## config.mk

```make
export PLATFORM = sky130hd
export DESIGN_NAME = annexb_start_code_nal_splitter_core
export DESIGN_NICKNAME = d
export VERILOG_FILES = /design/src/ancs_pkg.sv /design/src/ancs_parse.sv /design/src/ancs_outq.sv /design/src/annexb_start_code_nal_splitter_core.sv
export SDC_FILE = /design/constraint.sdc
export NUM_CORES = 1
export LEC_CHECK = 0
export ABC_CLOCK_PERIOD_IN_PS = 35700
export BUFFER_PORTS_ARGS = -buffer_cell sky130_fd_sc_hd__clkbuf_2
export CORE_UTILIZATION = 40
export CTS_CLUSTER_SIZE = 24
export DETAILED_ROUTE_END_ITERATION = 10
export PLACE_DENSITY_LB_ADDON = 0.05
export SLEW_MARGIN = 40
export SYNTH_ARGS = -nofsm -noshare
export SYNTH_HDL_FRONTEND = slang
export SYNTH_SLANG_ARGS = --single-unit
```

## constraint.sdc

```tcl
create_clock -name clk -period 35.7 [get_ports clk]
set_clock_uncertainty 0.15 [all_clocks]
set_input_delay 8.925 -clock clk [delete_from_list [all_inputs] [get_ports clk]]
set_output_delay 8.925 -clock clk [all_outputs]
set_load 0.005 [all_outputs]
```

## src/ancs_pkg.sv

```systemverilog
`default_nettype none
package ancs_pkg;

  // Unit counter width default (saturating counter)
  localparam int UNIT_COUNT_BITS_DEF = 16;

  // Most words one input byte can release, and depth of the result queue
  localparam int MAX_RES   = 5;
  localparam int QDEPTH    = 8;
  localparam int QPTR_BITS = $clog2(QDEPTH);
  localparam int QCNT_BITS = $clog2(QDEPTH + 1);
  localparam int RES_BITS  = $clog2(MAX_RES + 1);
  localparam int RIDX_BITS = $clog2(MAX_RES);

  // Held byte window
  localparam int WIN_DEPTH = 4;

  // Start code bytes
  localparam logic [7:0] SC_ZERO = 8'h00;
  localparam logic [7:0] SC_ONE  = 8'h01;

  // Raw nal_unit_type codes
  localparam logic [4:0] NAL_NON_IDR = 5'd1;
  localparam logic [4:0] NAL_IDR     = 5'd5;
  localparam logic [4:0] NAL_SEI     = 5'd6;
  localparam logic [4:0] NAL_SPS     = 5'd7;
  localparam logic [4:0] NAL_PPS     = 5'd8;
  localparam logic [4:0] NAL_AUD     = 5'd9;

  // Type class codes
  localparam logic [2:0] CLS_NON_IDR = 3'd0;
  localparam logic [2:0] CLS_IDR     = 3'd1;
  localparam logic [2:0] CLS_SEI     = 3'd2;
  localparam logic [2:0] CLS_SPS     = 3'd3;
  localparam logic [2:0] CLS_PPS     = 3'd4;
  localparam logic [2:0] CLS_AUD     = 3'd5;
  localparam logic [2:0] CLS_UNKNOWN = 3'd6;

  typedef struct packed {
    logic [7:0] data_byte;
    logic       stream_end;
  } in_word_t;

  typedef struct packed {
    logic [7:0]  payload_byte;
    logic        unit_first;
    logic        unit_last;
    logic        forbidden_error;
    logic [1:0]  priority_nri;
    logic [4:0]  unit_type;
    logic [2:0]  type_class;
    logic [15:0] unit_number;
  } out_word_t;

  // Words released by one input byte, in order, plus their count
  typedef struct packed {
    logic [RES_BITS-1:0]     cnt;
    out_word_t [MAX_RES-1:0] item;
  } burst_t;

  function automatic logic [2:0] class_of(input logic [4:0] t);
    logic [2:0] c;
    case (t)
      NAL_NON_IDR: c = CLS_NON_IDR;
      NAL_IDR:     c = CLS_IDR;
      NAL_SEI:     c = CLS_SEI;
      NAL_SPS:     c = CLS_SPS;
      NAL_PPS:     c = CLS_PPS;
      NAL_AUD:     c = CLS_AUD;
      default:     c = CLS_UNKNOWN;
    endcase
    return c;
  endfunction

endpackage
`default_nettype wire

```

## src/ancs_parse.sv

```systemverilog
`default_nettype none
module ancs_parse #(
  parameter int UNIT_COUNT_BITS = ancs_pkg::UNIT_COUNT_BITS_DEF
) (
  input  wire logic              clk,
  input  wire logic              rst_n,
  input  wire logic              accept,
  input  wire ancs_pkg::in_word_t in_word,
  output ancs_pkg::burst_t       burst
);

  localparam logic [UNIT_COUNT_BITS-1:0] CNT_MAX = '1;

  // Scanner state
  logic [ancs_pkg::WIN_DEPTH-1:0][7:0] win_r, win_nxt;
  logic [2:0]                          held_r, held_nxt;
  logic                                inside_r, inside_nxt;
  logic                                pending_r, pending_nxt;
  logic [7:0]                          latched_r, latched_nxt;
  logic [UNIT_COUNT_BITS-1:0]          ucnt_r, ucnt_nxt;

  logic [2:0]                          h;
  logic [ancs_pkg::WIN_DEPTH:0][7:0]   tmp;
  logic                                sc, strip4, is_end, emit, last_flag;
  logic [ancs_pkg::RES_BITS-1:0]       raw_cnt, cnt;
  logic [7:0]                          hdr;
  logic [UNIT_COUNT_BITS-1:0]          ucnt_inc;

  // Window plus new byte, start code detection, release count
  always_comb begin
    h = (held_r > 3'd4) ? 3'd4 : held_r;
    for (int i = 0; i < ancs_pkg::WIN_DEPTH; i++) begin
      if (3'(i) < h) begin
        tmp[i] = win_r[i];
      end else if (3'(i) == h) begin
        tmp[i] = in_word.data_byte;
      end else begin
        tmp[i] = ancs_pkg::SC_ZERO;
      end
    end
    tmp[ancs_pkg::WIN_DEPTH] = in_word.data_byte;
    is_end = in_word.stream_end;

    sc     = 1'b0;
    strip4 = 1'b0;
    case (h)
      3'd2: begin
        sc = (win_r[0] == ancs_pkg::SC_ZERO) && (win_r[1] == ancs_pkg::SC_ZERO);
      end
      3'd3: begin
        sc     = (win_r[1] == ancs_pkg::SC_ZERO) && (win_r[2] == ancs_pkg::SC_ZERO);
        strip4 = (win_r[0] == ancs_pkg::SC_ZERO);
      end
      3'd4: begin
        sc     = (win_r[2] == ancs_pkg::SC_ZERO) && (win_r[3] == ancs_pkg::SC_ZERO);
        strip4 = (win_r[1] == ancs_pkg::SC_ZERO);
      end
      default: begin
        sc     = 1'b0;
        strip4 = 1'b0;
      end
    endcase
    sc = sc && (in_word.data_byte == ancs_pkg::SC_ONE);

    if (sc) begin
      raw_cnt = strip4 ? ancs_pkg::RES_BITS'(h - 3'd3) : ancs_pkg::RES_BITS'(h - 3'd2);
    end else if (is_end) begin
      raw_cnt = ancs_pkg::RES_BITS'(h) + 1'b1;
    end else if (h == 3'd4) begin
      raw_cnt = ancs_pkg::RES_BITS'(1);
    end else begin
      raw_cnt = '0;
    end
    last_flag = sc || is_end;
    cnt       = inside_r ? raw_cnt : '0;
    emit      = (cnt != '0);
    hdr       = pending_r ? tmp[0] : latched_r;
    // unit number carried by this byte's words, before any stream-end clear
    ucnt_inc  = (pending_r && emit && (ucnt_r != CNT_MAX)) ? ucnt_r + 1'b1 : ucnt_r;
  end

  // Next state
  always_comb begin
    win_nxt     = win_r;
    held_nxt    = held_r;
    inside_nxt  = inside_r;
    pending_nxt = pending_r && !emit;
    latched_nxt = (pending_r && emit) ? tmp[0] : latched_r;
    ucnt_nxt    = ucnt_inc;
    if (sc && !is_end) begin
      inside_nxt  = 1'b1;
      pending_nxt = 1'b1;
      held_nxt    = 3'd0;
      win_nxt     = '0;
    end else if (is_end) begin
      inside_nxt  = 1'b0;
      pending_nxt = 1'b0;
      held_nxt    = 3'd0;
      win_nxt     = '0;
      latched_nxt = '0;
      ucnt_nxt    = '0;
    end else if (h == 3'd4) begin
      for (int i = 0; i < ancs_pkg::WIN_DEPTH; i++) begin
        win_nxt[i] = tmp[i+1];
      end
      held_nxt = 3'd4;
    end else begin
      for (int i = 0; i < ancs_pkg::WIN_DEPTH; i++) begin
        win_nxt[i] = tmp[i];
      end
      held_nxt = h + 3'd1;
    end
  end

  // Released words; all share this unit's header and number
  always_comb begin
    burst.cnt = cnt;
    for (int j = 0; j < ancs_pkg::MAX_RES; j++) begin
      burst.item[j].payload_byte    = tmp[j];
      burst.item[j].unit_first      = pending_r && (j == 0);
      burst.item[j].unit_last       = last_flag && (ancs_pkg::RES_BITS'(j + 1) == cnt);
      burst.item[j].forbidden_error = hdr[7];
      burst.item[j].priority_nri    = hdr[6:5];
      burst.item[j].unit_type       = hdr[4:0];
      burst.item[j].type_class      = ancs_pkg::class_of(hdr[4:0]);
      burst.item[j].unit_number     = 16'(ucnt_inc);
    end
  end

  // Control state
  always_ff @(posedge clk) begin
    if (!rst_n) begin
      held_r    <= 3'd0;
      inside_r  <= 1'b0;
      pending_r <= 1'b0;
      ucnt_r    <= '0;
    end else if (accept) begin
      held_r    <= held_nxt;
      inside_r  <= inside_nxt;
      pending_r <= pending_nxt;
      ucnt_r    <= ucnt_nxt;
    end
  end

  // Held bytes and latched header
  always_ff @(posedge clk) begin
    if (accept) begin
      win_r     <= win_nxt;
      latched_r <= latched_nxt;
    end
  end

endmodule
`default_nettype wire

```

## src/ancs_outq.sv

```systemverilog
`default_nettype none
module ancs_outq (
  input  wire logic                clk,
  input  wire logic                rst_n,
  input  wire logic                push,
  input  wire ancs_pkg::burst_t    burst,
  output logic                     room,
  output logic                     out_valid,
  input  wire logic                out_ready,
  output ancs_pkg::out_word_t      out_data
);

  ancs_pkg::out_word_t                 mem_r [ancs_pkg::QDEPTH];
  logic [ancs_pkg::QPTR_BITS-1:0]      wr_r, wr_nxt, rd_r, rd_nxt;
  logic [ancs_pkg::QCNT_BITS-1:0]      count_r, count_nxt;
  logic [ancs_pkg::RES_BITS-1:0]       push_n;
  logic                                pop;

  // Status and pointer arithmetic
  always_comb begin
    room      = (count_r <= ancs_pkg::QCNT_BITS'(ancs_pkg::QDEPTH - ancs_pkg::MAX_RES));
    out_valid = (count_r != '0);
    out_data  = mem_r[rd_r];
    pop       = out_valid && out_ready;
    push_n    = push ? burst.cnt : '0;
    wr_nxt    = wr_r + ancs_pkg::QPTR_BITS'(push_n);
    rd_nxt    = rd_r + ancs_pkg::QPTR_BITS'(pop);
    count_nxt = count_r + ancs_pkg::QCNT_BITS'(push_n) - ancs_pkg::QCNT_BITS'(pop);
  end

  always_ff @(posedge clk) begin
    if (!rst_n) begin
      wr_r    <= '0;
      rd_r    <= '0;
      count_r <= '0;
    end else begin
      wr_r    <= wr_nxt;
      rd_r    <= rd_nxt;
      count_r <= count_nxt;
    end
  end

  // Up to MAX_RES words land at consecutive slots from the write pointer
  always_ff @(posedge clk) begin
    for (int k = 0; k < ancs_pkg::QDEPTH; k++) begin
      logic [ancs_pkg::QPTR_BITS-1:0] off;
      off = ancs_pkg::QPTR_BITS'(k) - wr_r;
      if (ancs_pkg::RES_BITS'(off) < push_n && off < ancs_pkg::QPTR_BITS'(ancs_pkg::MAX_RES)) begin
        mem_r[k] <= burst.item[ancs_pkg::RIDX_BITS'(off)];
      end
    end
  end

endmodule
`default_nettype wire

```

## src/annexb_start_code_nal_splitter_core.sv

```systemverilog
`default_nettype none
// Channel   Ports                           Word
// input     in_valid / in_ready / in_data   data_byte, stream_end
// result    out_valid / out_ready / out_data payload byte, marks, header fields, unit number
//
// One stream byte is taken per clock while input is not stalled, and the words it releases
// enter the queue as it is accepted. A start code or stream end releases up to five words
// at once into an 8-word result queue, which drains one word per clock while out_ready is
// high; input stalls while fewer than five slots are free. Reset (synchronous, rst_n low)
// empties the queue and returns the scanner to searching for the first start code.
module annexb_start_code_nal_splitter_core #(
  parameter int UNIT_COUNT_BITS = ancs_pkg::UNIT_COUNT_BITS_DEF
) (
  input  wire logic                clk,
  input  wire logic                rst_n,
  input  wire logic                in_valid,
  output logic                     in_ready,
  input  wire ancs_pkg::in_word_t  in_data,
  output logic                     out_valid,
  input  wire logic                out_ready,
  output ancs_pkg::out_word_t      out_data
);

  ancs_pkg::burst_t burst;
  logic             accept;

  assign accept = in_valid && in_ready;

  // Start code scan and unit tracking
  ancs_parse #(
    .UNIT_COUNT_BITS(UNIT_COUNT_BITS)
  ) u_parse (
    .clk     (clk),
    .rst_n   (rst_n),
    .accept  (accept),
    .in_word (in_data),
    .burst   (burst)
  );

  // Result queue
  ancs_outq u_outq (
    .clk       (clk),
    .rst_n     (rst_n),
    .push      (accept),
    .burst     (burst),
    .room      (in_ready),
    .out_valid (out_valid),
    .out_ready (out_ready),
    .out_data  (out_data)
  );

endmodule
`default_nettype wire

```

Word-level counts from Yosys, hierarchy flattened. Memory sizes are Yosys's and may differ from the RTL's. A register that Yosys moved wholly into a read port is not among the register bits. Index checks and enable logic that the tools add are counted.

Register bits: 71. Memory bits (writable): 296. Input bits: 13. Logic and storage cells: 180. Memories: 1.

Memory list: u_outq.mem_r (words 8, bits a word 37, rd ports 1, clocked after memory_dff 1, write ports 8, RTL line ancs_outq.sv:13) `ancs_pkg::out_word_t mem_r [ancs_pkg::QDEPTH];`.

$add $sub $neg: 16. Order comparisons: 30. Equality and inequality tests: 19. Mux-type cells: 66. Reduce and logical (&&, ||, !) cells: 36.

Operators by type and width (count): 37-bit binary-select mux with 3-bit select (8); 37-bit two-way mux (8); 8-bit two-way mux (12); 16-bit two-way mux (3); 8-bit logical NOT (4); 3-bit by 4-bit < comparator with 1-bit output (second input constant) (8); 32-bit two-way mux (1); 3-bit two-way mux (10); 3-bit < comparator (8); 3-bit < comparator (second input constant) (8); 1-bit logical AND (23); 1-bit two-way mux (21); 3-bit case mux with 6 select lines (1); 16-bit by 1-bit adder with 16-bit output (second input constant) (1); 16-bit != test (second input constant) (1); 5-bit by 3-bit equality test with 1-bit output (second input constant) (3); 2-bit by 3-bit equality test with 1-bit output (first input constant) (4); 3-bit subtractor (first input constant) (4); 5-bit by 4-bit equality test with 1-bit output (second input constant) (2); 8-bit by 1-bit equality test with 1-bit output (second input constant) (1); 1-bit by 3-bit equality test with 1-bit output (first input constant) (2); 3-bit by 2-bit equality test with 1-bit output (second input constant) (2); 3-bit equality test (first input constant) (2); 1-bit by 3-bit < comparator with 1-bit output (first input constant) (2); other kinds (23) (28).

Longest topological paths before layout.
Depth after elaboration: 13. Mapped depth: 19.

By module. From an unflattened synthesis, not the netlist that was laid out.

Cells, all modules: 2314. Area, all modules: 25179.1 µm².

Modules (own cells, without submodules): ancs_outq (times used 1, cells each 1614, area each 19832.8 µm²); ancs_parse (times used 1, cells each 699, area each 5340.1 µm²); annexb_start_code_nal_splitter_core (times used 1, cells each 1, area each 6.3 µm²).

Worst setup path after synthesis. Ideal clock, no wire load.

Path type: input to register. From: input in_data[3] in the netlist's numbering. To: memory u_outq.mem_r[7][0] in the netlist's numbering, enable pin. Library setup time: 0.631 ns. Arrival: 16.948 ns. Path slack: 17.971 ns. Stages: 12. Buffers on the path: 2. Path through: or4b_4 -> a2111oi_2 -> a41oi_1 -> buf_2 -> mux2i_1 -> clkbuf_1 -> and2_1 -> ha_1 -> inv_1 -> a21oi_1 -> nor2_1 -> a2111oi_0.

RTL lines: start: declaration (RTL line annexb_start_code_nal_splitter_core.sv:18) `input wire ancs_pkg::in_word_t in_data,`; end: declaration (RTL line ancs_outq.sv:13).

==> impl_metrics.prom <==
# TYPE chip_impl_metric gauge
chip_impl_metric{name="dp.final_hpwl",unit="um"} 35200
chip_impl_metric{name="p_per_area",unit="nW/um2"} 53.6
chip_impl_metric{name="post-route-drc-count",unit=""} 4
chip_impl_metric{name="layout.filler_cells",unit=""} 4377
chip_impl_metric{name="areaGrowthSynthToFinish",unit="%"} 13.4
chip_impl_metric{name="critical_path.max_stage_delay",unit="ns"} 0.63
chip_impl_metric{name="post_cts_buffers",unit=""} 0
chip_impl_metric{name="drtPass1Iterations",unit=""} 8
chip_impl_metric{name="ff2ff_setup_slack",unit="ns"} 29.90
chip_impl_info{name="cts_tree",value="built"} 1
chip_impl_metric{name="core_region_area",unit="um2"} 46900
chip_impl_metric{name="worst_r2r_path_depth",unit=""} 13
chip_impl_metric{name="critical_path_required",unit="ns"} 35.75
chip_impl_metric{name="timing.critical_path.buf_inv",unit=""} 3
chip_impl_metric{name="finalSetupViolations",unit=""} 0
chip_impl_info{name="cpLargestDelayFamily",value="compound AO/OA/AOI/OAI gates"} 1
chip_impl_metric{name="postSynth.asyncResetShare",unit="%"} 0
chip_impl_metric{name="dieArea",unit="um2"} 48700
chip_impl_metric{name="worst_setup_hold_path_clk_slew",unit="ns"} 0.05
chip_impl_metric{name="cts_hold_repair.buffers",unit=""} 0
chip_impl_metric{name="final_count_of_pins_violating_max_slew",unit=""} 0
chip_impl_metric{name="initialDrtViolationCount",unit=""} 1196
chip_impl_metric{name="floorplan.die.height",unit="um"} 221
chip_impl_metric{name="syn-instance-count",unit=""} 1642
chip_impl_info{name="crit_end",value="u_outq.mem_r[4][32]"} 1
chip_impl_metric{name="post_drt_wl_per_cell",unit="um"} 23.6
chip_impl_metric{name="final_hold_vio_count",unit=""} 0
chip_impl_metric{name="insertedDiodeCount",unit=""} 0
chip_impl_info{name="synthFlopType",value="sky130_fd_sc_hd__edfxtp_1"} 1
chip_impl_info{name="critical_path.slowest_cell",value="sky130_fd_sc_hd__or4b_4"} 1
chip_impl_metric{name="final.setup.tns",unit="ns"} 0
chip_impl_metric{name="number_of_global_route_vias_before_repair",unit=""} 13018
chip_impl_info{name="rsz0062_at_grt",value="no"} 1
chip_impl_metric{name="final.hold.worst_slack",unit="ns"} 0.359
chip_impl_metric{name="drive_gt1_share",unit="%"} 21.2
chip_impl_metric{name="htree_num_levels",unit=""} 2
chip_impl_metric{name="power_leakage",unit="nW"} 7.16
chip_impl_metric{name="num_vias",unit=""} 13017
chip_impl_metric{name="fmax",unit="MHz"} 79.2
chip_impl_metric{name="synth_fp_nets",unit=""} 1695
chip_impl_metric{name="initial_utilization",unit="%"} 40.8
chip_impl_metric{name="timing.slew.headroom",unit="%"} 43.1
chip_impl_metric{name="max-clock-path-buffers",unit=""} 3
chip_impl_metric{name="grt_first_pass_wirelength",unit="um"} 83200
chip_impl_metric{name="critical_path_peak_fanout",unit=""} 31
chip_impl_metric{name="globalplace.congestion",unit=""} 0.834
chip_impl_metric{name="cts-buffers-inserted",unit=""} 43
chip_impl_metric{name="cts.sink_count",unit=""} 367
chip_impl_metric{name="finalCritPeriodShare",unit="%"} 35.3
chip_impl_metric{name="vdd_ir_drop_max",unit="V"} 0.0000376
chip_impl_metric{name="grt_max_degree",unit=""} 50
chip_impl_metric{name="grt_antenna_before_repair",unit=""} 0
chip_impl_info{name="worst_r2r_startpoint",value="u_parse.held_r[0]"} 1
chip_impl_metric{name="core.rowCount",unit=""} 79
chip_impl_metric{name="routed_wl",unit="um"} 54300
chip_impl_metric{name="die_width",unit="um"} 221
chip_impl_metric{name="layout.core_utilization",unit="%"} 46.3
chip_impl_info{name="result_of_the_run",value="finished, violations left"} 1
chip_impl_metric{name="cts.repair.resized",unit=""} 0
chip_impl_info{name="most_frequent_cells_in_the_layout",value="sky130_fd_sc_hd__nor2_1 (368), sky130_fd_sc_hd__edfxtp_1 (336), sky130_fd_sc_hd__nand2_1 (149)"} 1
chip_impl_info{name="cts-root-buf",value="sky130_fd_sc_hd__clkbuf_16"} 1
chip_impl_metric{name="mappedNetlistArea",unit="um2"} 19100
chip_impl_metric{name="grt.total_usage",unit="%"} 23.1
chip_impl_metric{name="synth-edff-count",unit=""} 336
chip_impl_info{name="path_class",value="input pin to flip-flop"} 1
chip_impl_info{name="worstSetupStartpoint",value="in_data[3]"} 1
chip_impl_metric{name="global_route.overflow_total",unit=""} 0
chip_impl_metric{name="cp.depth",unit=""} 11
chip_impl_info{name="worstHoldPathType",value="flip-flop to flip-flop"} 1
chip_impl_info{name="reg2reg_to",value="u_outq.mem_r[4][32]"} 1
chip_impl_metric{name="fin_crit",unit="ns"} 12.62
chip_impl_metric{name="syn_area_per_cell",unit="um2"} 11.6
chip_impl_metric{name="yosys_synthesis_warning_count",unit=""} 0
chip_impl_metric{name="tightestPinTransition",unit="ns"} 0.844
chip_impl_metric{name="ant_nets",unit=""} 0
chip_impl_metric{name="vias_per_cell",unit=""} 5.66
chip_impl_info{name="worstPathCellList",value="clkbuf_2, or4b_4, a2111oi_2, a41oi_2, mux2i_2, and2_1, ha_1, inv_1, a21o_1, a211oi_4, buf_4"} 1
chip_impl_metric{name="yosys_register_bits",unit=""} 367
chip_impl_metric{name="yosys.cell_types.count",unit=""} 64
chip_impl_info{name="nature_of_the_critical_path_endpoint",value="flip-flop"} 1
chip_impl_metric{name="worst-endpoint-arrival",unit="ns"} 12.67
chip_impl_metric{name="insertion_delay",unit="ns"} 0.57
chip_impl_metric{name="drv.max_cap_violation_count",unit=""} 0
chip_impl_info{name="failed_checks",value="DRC"} 1
chip_impl_metric{name="synth.yosys.seq_area_share",unit="%"} 56.0
chip_impl_metric{name="nNetsFinal",unit=""} 1715
chip_impl_info{name="layout.cells.most_common",value="sky130_fd_sc_hd__nor2_1"} 1
chip_impl_metric{name="io_pins",unit=""} 52
chip_impl_info{name="worst_setup_path_start_kind",value="input pin"} 1
chip_impl_metric{name="numPortBuffers",unit=""} 51
how the worst min path moves through the flow:
stage                            from                end  slack (ns)  depth (start not counted)
detailed placement     u_outq.rd_r[2]     u_outq.rd_r[2]        0.34                          2
floorplan           u_parse.ucnt_r[5]  u_parse.ucnt_r[5]        0.32                          2
global placement       u_outq.rd_r[2]     u_outq.rd_r[2]        0.33                          2
CTS                    u_outq.rd_r[2]     u_outq.rd_r[2]        0.36                          2
global route           u_outq.rd_r[2]     u_outq.rd_r[2]        0.38                          2
finish                 u_outq.rd_r[2]     u_outq.rd_r[2]        0.36                          2
power breakdown:
group | total (mW) | internal (mW) | leakage, nW | switching (mW)
clock | 0.426 | 0.247 | 0.657 | 0.180
combinational | 0.227 | 0.112 | 3.19 | 0.115
sequential | 0.508 | 0.486 | 3.31 | 0.0221
state kept, by name (all words and copies together), names as in the netlist:
name and cells:
u_outq.count_r 4, u_outq.mem_r 296, u_outq.rd_r 3, u_outq.wr_r 3
u_parse.held_r 3, u_parse.inside_r 1, u_parse.latched_r 8, u_parse.pending_r 1
u_parse.ucnt_r 16, u_parse.win_r 32
logic make-up after synthesis:
logic type,Yosys count,synth area share (%)
simple gates,676,15.2
flops,367,56.0
compound gates,225,6.98
mux,159,15.1
buf+inv,154,3.08
fa+ha+maj,40,2.70
xor+xnor,21,1.00
Yosys cell counts, types with 31 or more instances:
cell	instances	area share, %
sky130_fd_sc_hd__nor2_1	377	7.4
sky130_fd_sc_hd__edfxtp_1	336	53
sky130_fd_sc_hd__nand2_1	149	2.9
sky130_fd_sc_hd__clkbuf_1	106	2.1
sky130_fd_sc_hd__mux4_2	98	12
sky130_fd_sc_hd__o21ai_0	81	2.1
sky130_fd_sc_hd__a21oi_1	74	1.9
sky130_fd_sc_hd__mux2_2	43	2.5
sky130_fd_sc_hd__nor3_1	41	1.1
sky130_fd_sc_hd__nand3_1	39	1.0
sky130_fd_sc_hd__ha_1	38	2.5
sky130_fd_sc_hd__dfxtp_1	31	3.2
worst reg2reg max path: cells and delay by family, from the launching register on:
kind            cells  cell delay [ns]
mux                 1             0.38
compound gates      2             0.71
simple gates        6             1.66
buf+inv             2             0.91
flops               1             0.84
fa+ha+maj           2             0.75
routing by layer:
metal  vias up  share of wire (%)  routed length [um]  GRT usage (%)
met1      6515                 47               25700           34.4
met5         -                  0                   0              0
met3        55                6.0                3230           4.11
met2       381                 45               24500           35.4
met4         0                1.5                 790           4.66
li1       6066                  -                   -              -
final cells by class:
class	instances	area [um2]	area share, %
multi-input combinational	1121	8060	37.2
sequential	367	10700	49.5
clock buffer	51	1130	5.20
timing repair buffer	98	687	3.17
inverter	31	116	0.537
clock inverter	26	209	0.964
tap	607	759	3.50
metrics by stage:
| stage | area (um2) | worst slack, ns | std cells | power (mW) |
|---|---|---|---|---|
| floorplan | 19100 | 17.97 | 1642 | 0.671 |
| global placement | 20100 | 21.86 | 2217 | 0.748 |
| detailed placement | 20300 | 22.30 | 2224 | 0.748 |
| CTS | 21700 | 22.89 | 2301 | 1.17 |
| global route | 21700 | 22.79 | 2301 | 1.21 |
| finish | 21700 | 23.08 | 2301 | 1.16 |
Power figures use the tool's default switching activity.
